==> src/hw/rtl/bdqs_pkg.sv <==
`default_nettype none

package bdqs_pkg;

  // default ring depth and word width
  localparam int BDQS_DEPTH = 16;
  localparam int WORD_W     = 32;

  // operation codes carried by in_kind
  typedef enum logic [2:0] {
    K_INS_FRONT = 3'd0,
    K_INS_BACK  = 3'd1,
    K_REM_FRONT = 3'd2,
    K_REM_BACK  = 3'd3,
    K_COUNT     = 3'd4,
    K_SEARCH    = 3'd5
  } kind_t;

  // result status codes
  typedef enum logic [1:0] {
    ST_OK       = 2'd0,
    ST_EMPTY    = 2'd1,
    ST_FULL     = 2'd2,
    ST_NOTFOUND = 2'd3
  } status_t;

  // sequencer states
  typedef enum logic [1:0] {
    S_IDLE,
    S_SEARCH,
    S_DONE
  } state_t;

  // commands broadcast from the sequencer to every cell
  typedef struct packed {
    logic shift_right;  // insert at front: every cell takes its left neighbour
    logic shift_left;   // remove at front: every cell takes its right neighbour
    logic load_back;    // insert at back: the cell at the count takes the word
    logic hit_clr;      // start of a search
    logic hit_step;     // one step of the match ripple
  } ctrl_t;

endpackage

`default_nettype wire

==> src/hw/rtl/bdqs_cell.sv <==
`default_nettype none

module bdqs_cell
  import bdqs_pkg::*;
#(
  parameter int NW    = $clog2(BDQS_DEPTH + 1),
  parameter int INDEX = 0
) (
  input  wire logic                     clk,
  input  wire ctrl_t                    ctrl,
  input  wire logic [NW-1:0]            count,
  input  wire logic signed [WORD_W-1:0] left_in,
  input  wire logic signed [WORD_W-1:0] right_in,
  input  wire logic signed [WORD_W-1:0] wr_data,
  input  wire logic signed [WORD_W-1:0] key,
  input  wire logic                     hit_in,
  output logic signed [WORD_W-1:0]      data_out,
  output logic                          hit_out
);

  logic signed [WORD_W-1:0] data_r, data_nxt;
  logic                     hit_r, hit_nxt;
  logic                     occupied;

  // this cell holds an element when its position lies below the count
  assign occupied = NW'(INDEX) < count;

  // word movement along the row
  always_comb begin
    data_nxt = data_r;
    if (ctrl.shift_right) begin
      data_nxt = left_in;
    end else if (ctrl.shift_left) begin
      data_nxt = right_in;
    end else if (ctrl.load_back && (count == NW'(INDEX))) begin
      data_nxt = wr_data;
    end
  end

  // match ripple: OR of all matches from the front up to this cell
  always_comb begin
    hit_nxt = hit_r;
    if (ctrl.hit_clr) begin
      hit_nxt = 1'b0;
    end else if (ctrl.hit_step) begin
      hit_nxt = hit_in | (occupied & (data_r == key));
    end
  end

  always_ff @(posedge clk) begin
    data_r <= data_nxt;
    hit_r  <= hit_nxt;
  end

  assign data_out = data_r;
  assign hit_out  = hit_r;

endmodule

`default_nettype wire

==> src/hw/rtl/bounded_deque_with_search_unit.sv <==
// Channel   Direction  Handshake            Word
// in_       input      in_valid/in_stall    in_kind, in_value
// out_      output     out_valid/out_stall  out_status, out_data, out_count
//
// Inserts, removals, count and unused kinds finish in the cycle they are taken;
// the result is registered and appears in the next cycle.
// A search on a non-empty list steps through S_SEARCH and then S_DONE: the match flag ripples
// through the row of DEPTH cells, one cell per cycle.
// One word is in flight at a time; in_stall is high while a search runs or
// while an earlier result is still held by out_stall.
// rst_n is synchronous, active low; it empties the list. Cell contents are not reset.
`default_nettype none

module bounded_deque_with_search_unit
  import bdqs_pkg::*;
#(
  parameter  int DEPTH = BDQS_DEPTH,
  localparam int NW    = $clog2(DEPTH + 1)
) (
  input  wire logic                     clk,
  input  wire logic                     rst_n,
  input  wire logic                     in_valid,
  output logic                          in_stall,
  input  wire logic [2:0]               in_kind,
  input  wire logic signed [WORD_W-1:0] in_value,
  output logic                          out_valid,
  input  wire logic                     out_stall,
  output logic [1:0]                    out_status,
  output logic signed [WORD_W-1:0]      out_data,
  output logic [NW-1:0]                 out_count
);

  localparam int CW = (DEPTH > 1) ? $clog2(DEPTH) : 1;

  state_t                   state_r, state_nxt;
  logic [CW-1:0]            cnt_r, cnt_nxt;
  logic [NW-1:0]            count_r, count_nxt;
  logic signed [WORD_W-1:0] key_r, key_nxt;
  logic                     out_valid_r, out_valid_nxt;
  logic [1:0]               out_status_r;
  logic signed [WORD_W-1:0] out_data_r;
  logic [NW-1:0]            out_count_r;

  ctrl_t                    ctrl;
  logic                     load_out;
  status_t                  res_status;
  logic signed [WORD_W-1:0] res_data;
  logic                     out_free, accept, full, empty, hit_last;

  logic signed [WORD_W-1:0] cell_data [DEPTH];
  logic                     cell_hit  [DEPTH];

  // handshake
  assign out_free = !out_valid_r || !out_stall;
  assign in_stall = (state_r != S_IDLE) || !out_free;
  assign accept   = in_valid && !in_stall;
  assign full     = count_r == NW'(DEPTH);
  assign empty    = count_r == '0;
  assign hit_last = cell_hit[DEPTH-1];

  // next state
  always_comb begin
    state_nxt = state_r;
    unique case (state_r)
      S_IDLE: begin
        if (accept && (in_kind == K_SEARCH) && !empty) begin
          state_nxt = S_SEARCH;
        end
      end
      S_SEARCH: begin
        if (cnt_r == CW'(DEPTH - 1)) begin
          state_nxt = S_DONE;
        end
      end
      S_DONE: begin
        if (out_free) begin
          state_nxt = S_IDLE;
        end
      end
      default: state_nxt = S_IDLE;
    endcase
  end

  // sequencer outputs
  always_comb begin
    ctrl       = '0;
    count_nxt  = count_r;
    cnt_nxt    = cnt_r;
    key_nxt    = key_r;
    load_out   = 1'b0;
    res_status = ST_OK;
    res_data   = '0;
    unique case (state_r)
      S_IDLE: begin
        if (accept) begin
          load_out = 1'b1;
          unique case (in_kind)
            K_INS_FRONT: begin
              if (full) begin
                res_status = ST_FULL;
              end else begin
                ctrl.shift_right = 1'b1;
                count_nxt        = count_r + NW'(1);
              end
            end
            K_INS_BACK: begin
              if (full) begin
                res_status = ST_FULL;
              end else begin
                ctrl.load_back = 1'b1;
                count_nxt      = count_r + NW'(1);
              end
            end
            K_REM_FRONT: begin
              if (empty) begin
                res_status = ST_EMPTY;
              end else begin
                ctrl.shift_left = 1'b1;
                count_nxt       = count_r - NW'(1);
              end
            end
            K_REM_BACK: begin
              if (empty) begin
                res_status = ST_EMPTY;
              end else begin
                count_nxt = count_r - NW'(1);
              end
            end
            K_SEARCH: begin
              if (empty) begin
                res_status = ST_EMPTY;
              end else begin
                load_out     = 1'b0;
                ctrl.hit_clr = 1'b1;
                key_nxt      = in_value;
                cnt_nxt      = '0;
              end
            end
            default: ;  // count and unused kinds change nothing
          endcase
        end
      end
      S_SEARCH: begin
        ctrl.hit_step = 1'b1;
        cnt_nxt       = cnt_r + CW'(1);
      end
      S_DONE: begin
        if (out_free) begin
          load_out   = 1'b1;
          res_status = hit_last ? ST_OK : ST_NOTFOUND;
          res_data   = hit_last ? key_r : '0;
        end
      end
      default: ;
    endcase
  end

  assign out_valid_nxt = load_out || (out_valid_r && out_stall);

  // control registers
  always_ff @(posedge clk) begin
    if (!rst_n) begin
      state_r     <= S_IDLE;
      count_r     <= '0;
      cnt_r       <= '0;
      out_valid_r <= 1'b0;
    end else begin
      state_r     <= state_nxt;
      count_r     <= count_nxt;
      cnt_r       <= cnt_nxt;
      out_valid_r <= out_valid_nxt;
    end
  end

  // payload registers
  always_ff @(posedge clk) begin
    key_r <= key_nxt;
    if (load_out) begin
      out_status_r <= res_status;
      out_data_r   <= res_data;
      out_count_r  <= count_nxt;
    end
  end

  // row of cells, front at position 0
  for (genvar i = 0; i < DEPTH; i++) begin : g_cell
    logic signed [WORD_W-1:0] left_w, right_w;
    logic                     hit_in_w;

    if (i == 0) begin : g_front
      assign left_w   = in_value;
      assign hit_in_w = 1'b0;
    end else begin : g_mid
      assign left_w   = cell_data[i-1];
      assign hit_in_w = cell_hit[i-1];
    end

    if (i == DEPTH - 1) begin : g_back
      assign right_w = '0;
    end else begin : g_inner
      assign right_w = cell_data[i+1];
    end

    bdqs_cell #(
      .NW    (NW),
      .INDEX (i)
    ) u_cell (
      .clk      (clk),
      .ctrl     (ctrl),
      .count    (count_r),
      .left_in  (left_w),
      .right_in (right_w),
      .wr_data  (in_value),
      .key      (key_r),
      .hit_in   (hit_in_w),
      .data_out (cell_data[i]),
      .hit_out  (cell_hit[i])
    );
  end

  assign out_valid  = out_valid_r;
  assign out_status = out_status_r;
  assign out_data   = out_data_r;
  assign out_count  = out_count_r;

endmodule

`default_nettype wire

==> config.mk <==
export PLATFORM = sky130hd
export DESIGN_NAME = bounded_deque_with_search_unit
export DESIGN_NICKNAME = d
export VERILOG_FILES = /design/src/hw/rtl/bdqs_pkg.sv /design/src/hw/rtl/bdqs_cell.sv /design/src/hw/rtl/bounded_deque_with_search_unit.sv
export SDC_FILE = /design/constraint.sdc
export NUM_CORES = 1
export LEC_CHECK = 0
export BUFFER_PORTS_ARGS = -buffer_cell sky130_fd_sc_hd__buf_4
export CORE_ASPECT_RATIO = 0.6
export CORE_MARGIN = 2
export CORE_UTILIZATION = 45
export DETAILED_ROUTE_END_ITERATION = 8
export PLACE_DENSITY = 0.67
export SKIP_CTS_REPAIR_TIMING = 1
export SYNTH_ARGS = -nofsm -noshare
export SYNTH_HDL_FRONTEND = slang
export SYNTH_HIERARCHICAL = 1
export SYNTH_SLANG_ARGS = --single-unit
export TNS_END_PERCENT = 30
==> constraint.sdc <==
create_clock -name clk -period 5.5 [get_ports clk]
set_input_delay 0.825 -clock clk [delete_from_list [all_inputs] [get_ports clk]]
set_output_delay 0.825 -clock clk [all_outputs]
set_load 0.02 [all_outputs]
Word-level counts from Yosys, hierarchy flattened
Cells that the tools add are included.
Word-level totals
  bits in latches: 0
  bits in read-only memories: 0
  memories: 0
  register bits: 611
  logic and storage cells: 274
  bits in writable memories: 0
  input bits: 39
  output and inout port bits: 41
Cells by class
  multipliers: 0
  div/mod/pow operators: 0
  add/subtract/negate cells: 3
  shifts and indexed selects: 0
  muxes and demuxes: 82
  eq/ne operators: 45
  bitwise gates (word level): 32
  order comparisons: 16
  reduce and logical (&&, ||, !) cells: 56
Operators by type and width (count)
  $mux 32: 48
  $eq 32x32->1: 16
  $reduce_bool 3->1: 16
  $eq 5x4->1 const B: 8
  $lt 4x5->1 const A: 8
  $eq 5x3->1 const B: 4
  $logic_and 1x1->1: 20
  $lt 3x5->1 const A: 4
  $mux 4: 5
  $mux 5: 4
  $and 1x1->1: 16
  $or 1x1->1: 15
  $mux 2: 7
  $mux 1: 12
  $ne 2x2->1 const B: 6
  $eq 5x2->1 const B: 2
  $lt 1x5->1 const A: 2
  $lt 2x5->1 const A: 2
  $pmux 5 s2: 1
  $pmux 2 s2: 2
  $pmux 4 s2: 1
  $reduce_and 4->1: 2
  $eq 3x2->1 const B: 2
  $pmux 2 s3: 1
  21 further kinds: 30

Longest topological paths before layout
  word-level depth: 12
  gate-level depth with buffers: 9
  gate-level depth less buffers: 9

By module
The synthesis kept the hierarchy.
Modules (own cells, without submodules)
  bdqs_cell at g_cell[12].u_cell ...: instances 2, area an instance 2034.5 sq um, seq. area each 980.9 sq um, cells an instance 191
  bounded_deque_with_search_unit: instances 1, area an instance 3305.7 sq um, seq. area each 2372.3 sq um, cells an instance 225
  bdqs_cell at g_cell[10].u_cell: instances 1, area an instance 2067.0 sq um, seq. area each 980.9 sq um, cells an instance 191
  bdqs_cell at g_cell[9].u_cell: instances 1, area an instance 2065.7 sq um, seq. area each 980.9 sq um, cells an instance 189
  bdqs_cell at g_cell[8].u_cell: instances 1, area an instance 2059.5 sq um, seq. area each 980.9 sq um, cells an instance 191
  bdqs_cell at g_cell[14].u_cell: instances 1, area an instance 2057.0 sq um, seq. area each 980.9 sq um, cells an instance 190
  bdqs_cell at g_cell[2].u_cell: instances 1, area an instance 2055.7 sq um, seq. area each 980.9 sq um, cells an instance 193
  bdqs_cell at g_cell[5].u_cell: instances 1, area an instance 2050.7 sq um, seq. area each 980.9 sq um, cells an instance 191
  bdqs_cell at g_cell[7].u_cell: instances 1, area an instance 2047.0 sq um, seq. area each 980.9 sq um, cells an instance 190
  bdqs_cell at g_cell[0].u_cell: instances 1, area an instance 2040.7 sq um, seq. area each 980.9 sq um, cells an instance 189
  bdqs_cell at g_cell[15].u_cell: instances 1, area an instance 2039.5 sq um, seq. area each 980.9 sq um, cells an instance 189
  bdqs_cell at g_cell[11].u_cell: instances 1, area an instance 2038.2 sq um, seq. area each 980.9 sq um, cells an instance 188
  bdqs_cell at g_cell[4].u_cell: instances 1, area an instance 2037.0 sq um, seq. area each 980.9 sq um, cells an instance 191
  bdqs_cell at g_cell[3].u_cell: instances 1, area an instance 2030.7 sq um, seq. area each 980.9 sq um, cells an instance 191
  +2 rows

Worst setup path after synthesis
No wires, ideal clock.
  path type: register to register
  from: register count_r[0]
  to: register g_cell[5].u_cell.data_r[0], enable pin
  slack: 0.219 ns
  period minus slack after synthesis: 5.281 ns
  library setup time: 0.470 ns
  required time: 5.030 ns
  data arrival time: 4.811 ns
  stages on the path, launching flop included: 9
  buffers on the path: 2
  cells stage by stage: dfxtp_1 > inv_1 > ha_1 > and4bb_2 > nor4_1 > buf_2 > clkbuf_1 > nor2_1 > o31ai_1
RTL lines
  from (decl): RTL line bounded_deque_with_search_unit.sv:37  | logic [NW-1:0] count_r, count_nxt;
  from (signal assigned): RTL line bounded_deque_with_search_unit.sv:169  | count_r <= count_nxt;
  to (signal assigned): RTL line bdqs_cell.sv:51  | data_r <= data_nxt;
  to (decl): RTL line bdqs_cell.sv:21  | logic signed [WORD_W-1:0] data_r, data_nxt;

==> out/metrics.cfg <==
[run_status]
outcome = completed

[logic_synthesis]
synth_compound_gate_area_share = 0.08922
netlist_area_mm2 = 0.03601
synth_top_family_by_area = multiplexers
yosysWarnings = 6
synth_xor_area_frac = 0.1254
avgSynthCellArea_um2 = 11.02
synthSimpleGateAreaFrac = 0.1108
synth_fa_ha_area_frac = 0.001042
ys_seq_area_frac = 0.5017
synth_cell_types = 79
yosys.area.top_type = edfxtp_1
synthCells = 3268
synth_flop_cell = edfxtp_1
synthTopCellsByArea = edfxtp_1, mux2i_1, xnor2_1
synth-seq-cells = 611
yosys.area.top_type_share = 0.4861
synthArstFlopShare = 0
synthMuxAreaShare = 0.1443
synth-edff-count = 583

[placed_design]
pre_cts_ws_ns = 1.569
dp_hpwl_um = 87440
place.port_buffers = 79
gp_congestion = 0.9736

[power]
leakage_uw = 0.01133
vdd_drop_max_v = 0.0001962
powerDensity_mw_per_mm2 = 269.5
totalPowerFinal_uw = 10680

[worst_setup_path]
path_class = reg -> reg
worstPathMaxFanout = 133
cp-start-kind = flop
crit_buf_inv = 3
cp_top_family = simple AND/OR/NAND/NOR gates
critical_path.slowest_cell = nand2_2
worstSetupPathDepth = 8
reg2regPathDepth = 8
worstSetupEndpointType = flop
crit_chain = buf_4 -> inv_1 -> ha_1 -> and4bb_2 -> nor4_2 -> buf_12 -> nor2_1 -> nand2_2
cp.required_ns = 5.75
crit_path_max_incr_delay_ns = 0.84
r2r_setup_slack_ns = 1.75
crit_arrival_ns = 4.00

[sta]
fin_tns_setup_ns = 0
fin_crit_ns = 3.752
whs_ns = 0.4794
worst_slew_pin_slew_ns = 1.407
slew_viol_final = 0
setup_viol = 0
slew-limit-headroom = 0.05529
max_freq_ghz = 0.2666
fin_ws_ns = 1.748
finClkSkew_ns = 0.02048
hold_viol = 0
fin_crit_sh = 0.6821
rsz0062_at_grt = false

[floorplan]
design.core.area_mm2 = 0.07938
die_width_um = 369.2
start_util = 0.4537
die_h_um = 223.1
rows = 80
io_pins = 80
dieArea_mm2 = 0.08238

[layout]
nFillCells = 7200
seqCellArea_mm2 = 0.01807
area_delta_synth_final_pct = 10.10
nets = 3355
multiInputGateArea_mm2 = 0.01717
drive_above_1_share = 0.08628
n_antenna_cell = 0

[routing]
drt_iter0_markers = 4667
drc = 0
ant_nets = 0
wire_per_inst_um = 27.67
dr_total_vias = 27260
viasPerCell = 6.158
wirelength_um = 122500
drtPass1Iterations = 6

[clocking]
max-clock-path-buffers = 3
clock_latency_ns = 0.64
clkTransAtPathRegs_ns = 0.08
cts-root-buf = clkbuf_16
cts_sinks = 611
htreeDepth = 2
cts_tree = done
numCtsBuffers = 57

[hold_path]
worstHoldPathType = reg -> reg
hold_depth = 2

[global_routing]
grt_pass1_wl_um = 175700
antenna_found_initial = 1
grt.total_usage = 0.2900
grt_start_max_net_pins = 227
grt_overflow = 0
first_global_vias = 25170

[job]
drv_cap = 0

==> power breakdown <==
part	switching (µW)	internal, µW	total, µW
Sequential	155	5340	5500
Clock	1910	2180	4090
Combinational	719	376	1100
Total	2790	7900	10700
==> cell usage in the layout (no fill, tap or decap), types with 4 or more instances in the layout <==
| cell type | count |
|---|---|
| a211o_2 | 4 |
| a21oi_1 | 10 |
| a311o_2 | 7 |
| a311oi_1 | 7 |
| and2_1 | 36 |
| buf_12 | 11 |
| buf_4 | 127 |
| clkbuf_1 | 14 |
| clkbuf_16 | 59 |
| clkbuf_8 | 5 |
| clkinv_2 | 17 |
| clkinvlp_4 | 4 |
| conb_1 | 33 |
| dfxtp_1 | 28 |
| edfxtp_1 | 583 |
| inv_1 | 20 |
| mux2i_1 | 518 |
| nand2_1 | 522 |
| nand3_1 | 23 |
| nand3b_1 | 4 |
| nand4_1 | 88 |
| nor2_1 | 25 |
| nor3_1 | 17 |
| nor4_1 | 50 |
| nor4_2 | 11 |
| nor4_4 | 4 |
| nor4b_1 | 4 |
| o21ai_0 | 442 |
| o21ai_1 | 76 |
| xnor2_1 | 332 |
| xor2_1 | 180 |
==> per-layer routing <==
layer,GRT usage,wire [µm],up-vias
li1,-,-,11940
met1,0.4511,54410,13640
met2,0.3257,42130,1608
met3,0.1934,25110,76
met4,0.02462,819,2
met5,0,13,-
==> state kept, by name, indices dropped and copies added, names as in the netlist <==
| register | count |
|---|---|
| out_count | 5 |
| g_cell.u_cell/data_out | 512 |
| state_r | 2 |
| count_r | 5 |
| cnt_r | 4 |
| out_status | 2 |
| out_valid | 1 |
| out_data | 32 |
| g_cell.u_cell/hit_out | 16 |
| key_r | 32 |
==> cell type report <==
cell class,count,area share
clock inverters,29,0.005901
multi-input cells,2485,0.4330
clock buffers,78,0.04030
flip-flops and latches,611,0.4557
inverters,20,0.001893
well taps,1066,0.03364
repair buffers,138,0.02960
==> tightest hold or removal path, delay by kind of cell, from the launching register on <==
| family | cells | cell delay (ns) |
|---|---|---|
| flip-flops | 1 | 0.31 |
| AO/OA/AOI/OAI | 1 | 0.07 |
| buffers and inverters | 1 | 0.05 |
==> synthesized netlist by cell type, types with 26 or more instances <==
cell,count
nand4_1,88
nor4_1,51
xor2_1,180
and2_1,36
clkbuf_1,105
nor2_1,26
edfxtp_1,583
o21ai_0,442
xnor2_1,332
nand2_1,524
buf_2,49
mux2i_1,518
o21ai_1,76
dfxtp_1,28
==> stage by stage <==
| stage | instance area (µm²) | instances | utilization |
|---|---|---|---|
| floorplan | 36130 | 3300 | - |
| detailed placement | 37820 | 4320 | 0.4764 |
| finish | 39650 | 4427 | 0.4995 |
| CTS | 39650 | 4427 | 0.4995 |
| global route | 39650 | 4427 | 0.4995 |
| global placement | 37820 | 4320 | 0.4764 |
==> path summary, 6_finish.rpt <==
check                       startpoint                      endpoint
min          g_cell[11].u_cell/hit_out     g_cell[12].u_cell/hit_out
min reg2reg  g_cell[11].u_cell/hit_out     g_cell[12].u_cell/hit_out
max reg2reg                 count_r[1]  g_cell[2].u_cell/data_out[4]
max                         count_r[1]  g_cell[2].u_cell/data_out[4]
==> logic make-up (layout without fill, tap and decap cells) <==
kind of cell               Yosys count  after routing
DFF                                611            611
other                                1             33
buffers and inverters              204            265
and+or+nand+nor                    825            825
adders and majority gates            3              3
xor gates and xnor gates           514            514
AOI/OAI and AO/OA                  591            591
muxes                              519            519
(Power assumes the default switching activity.)
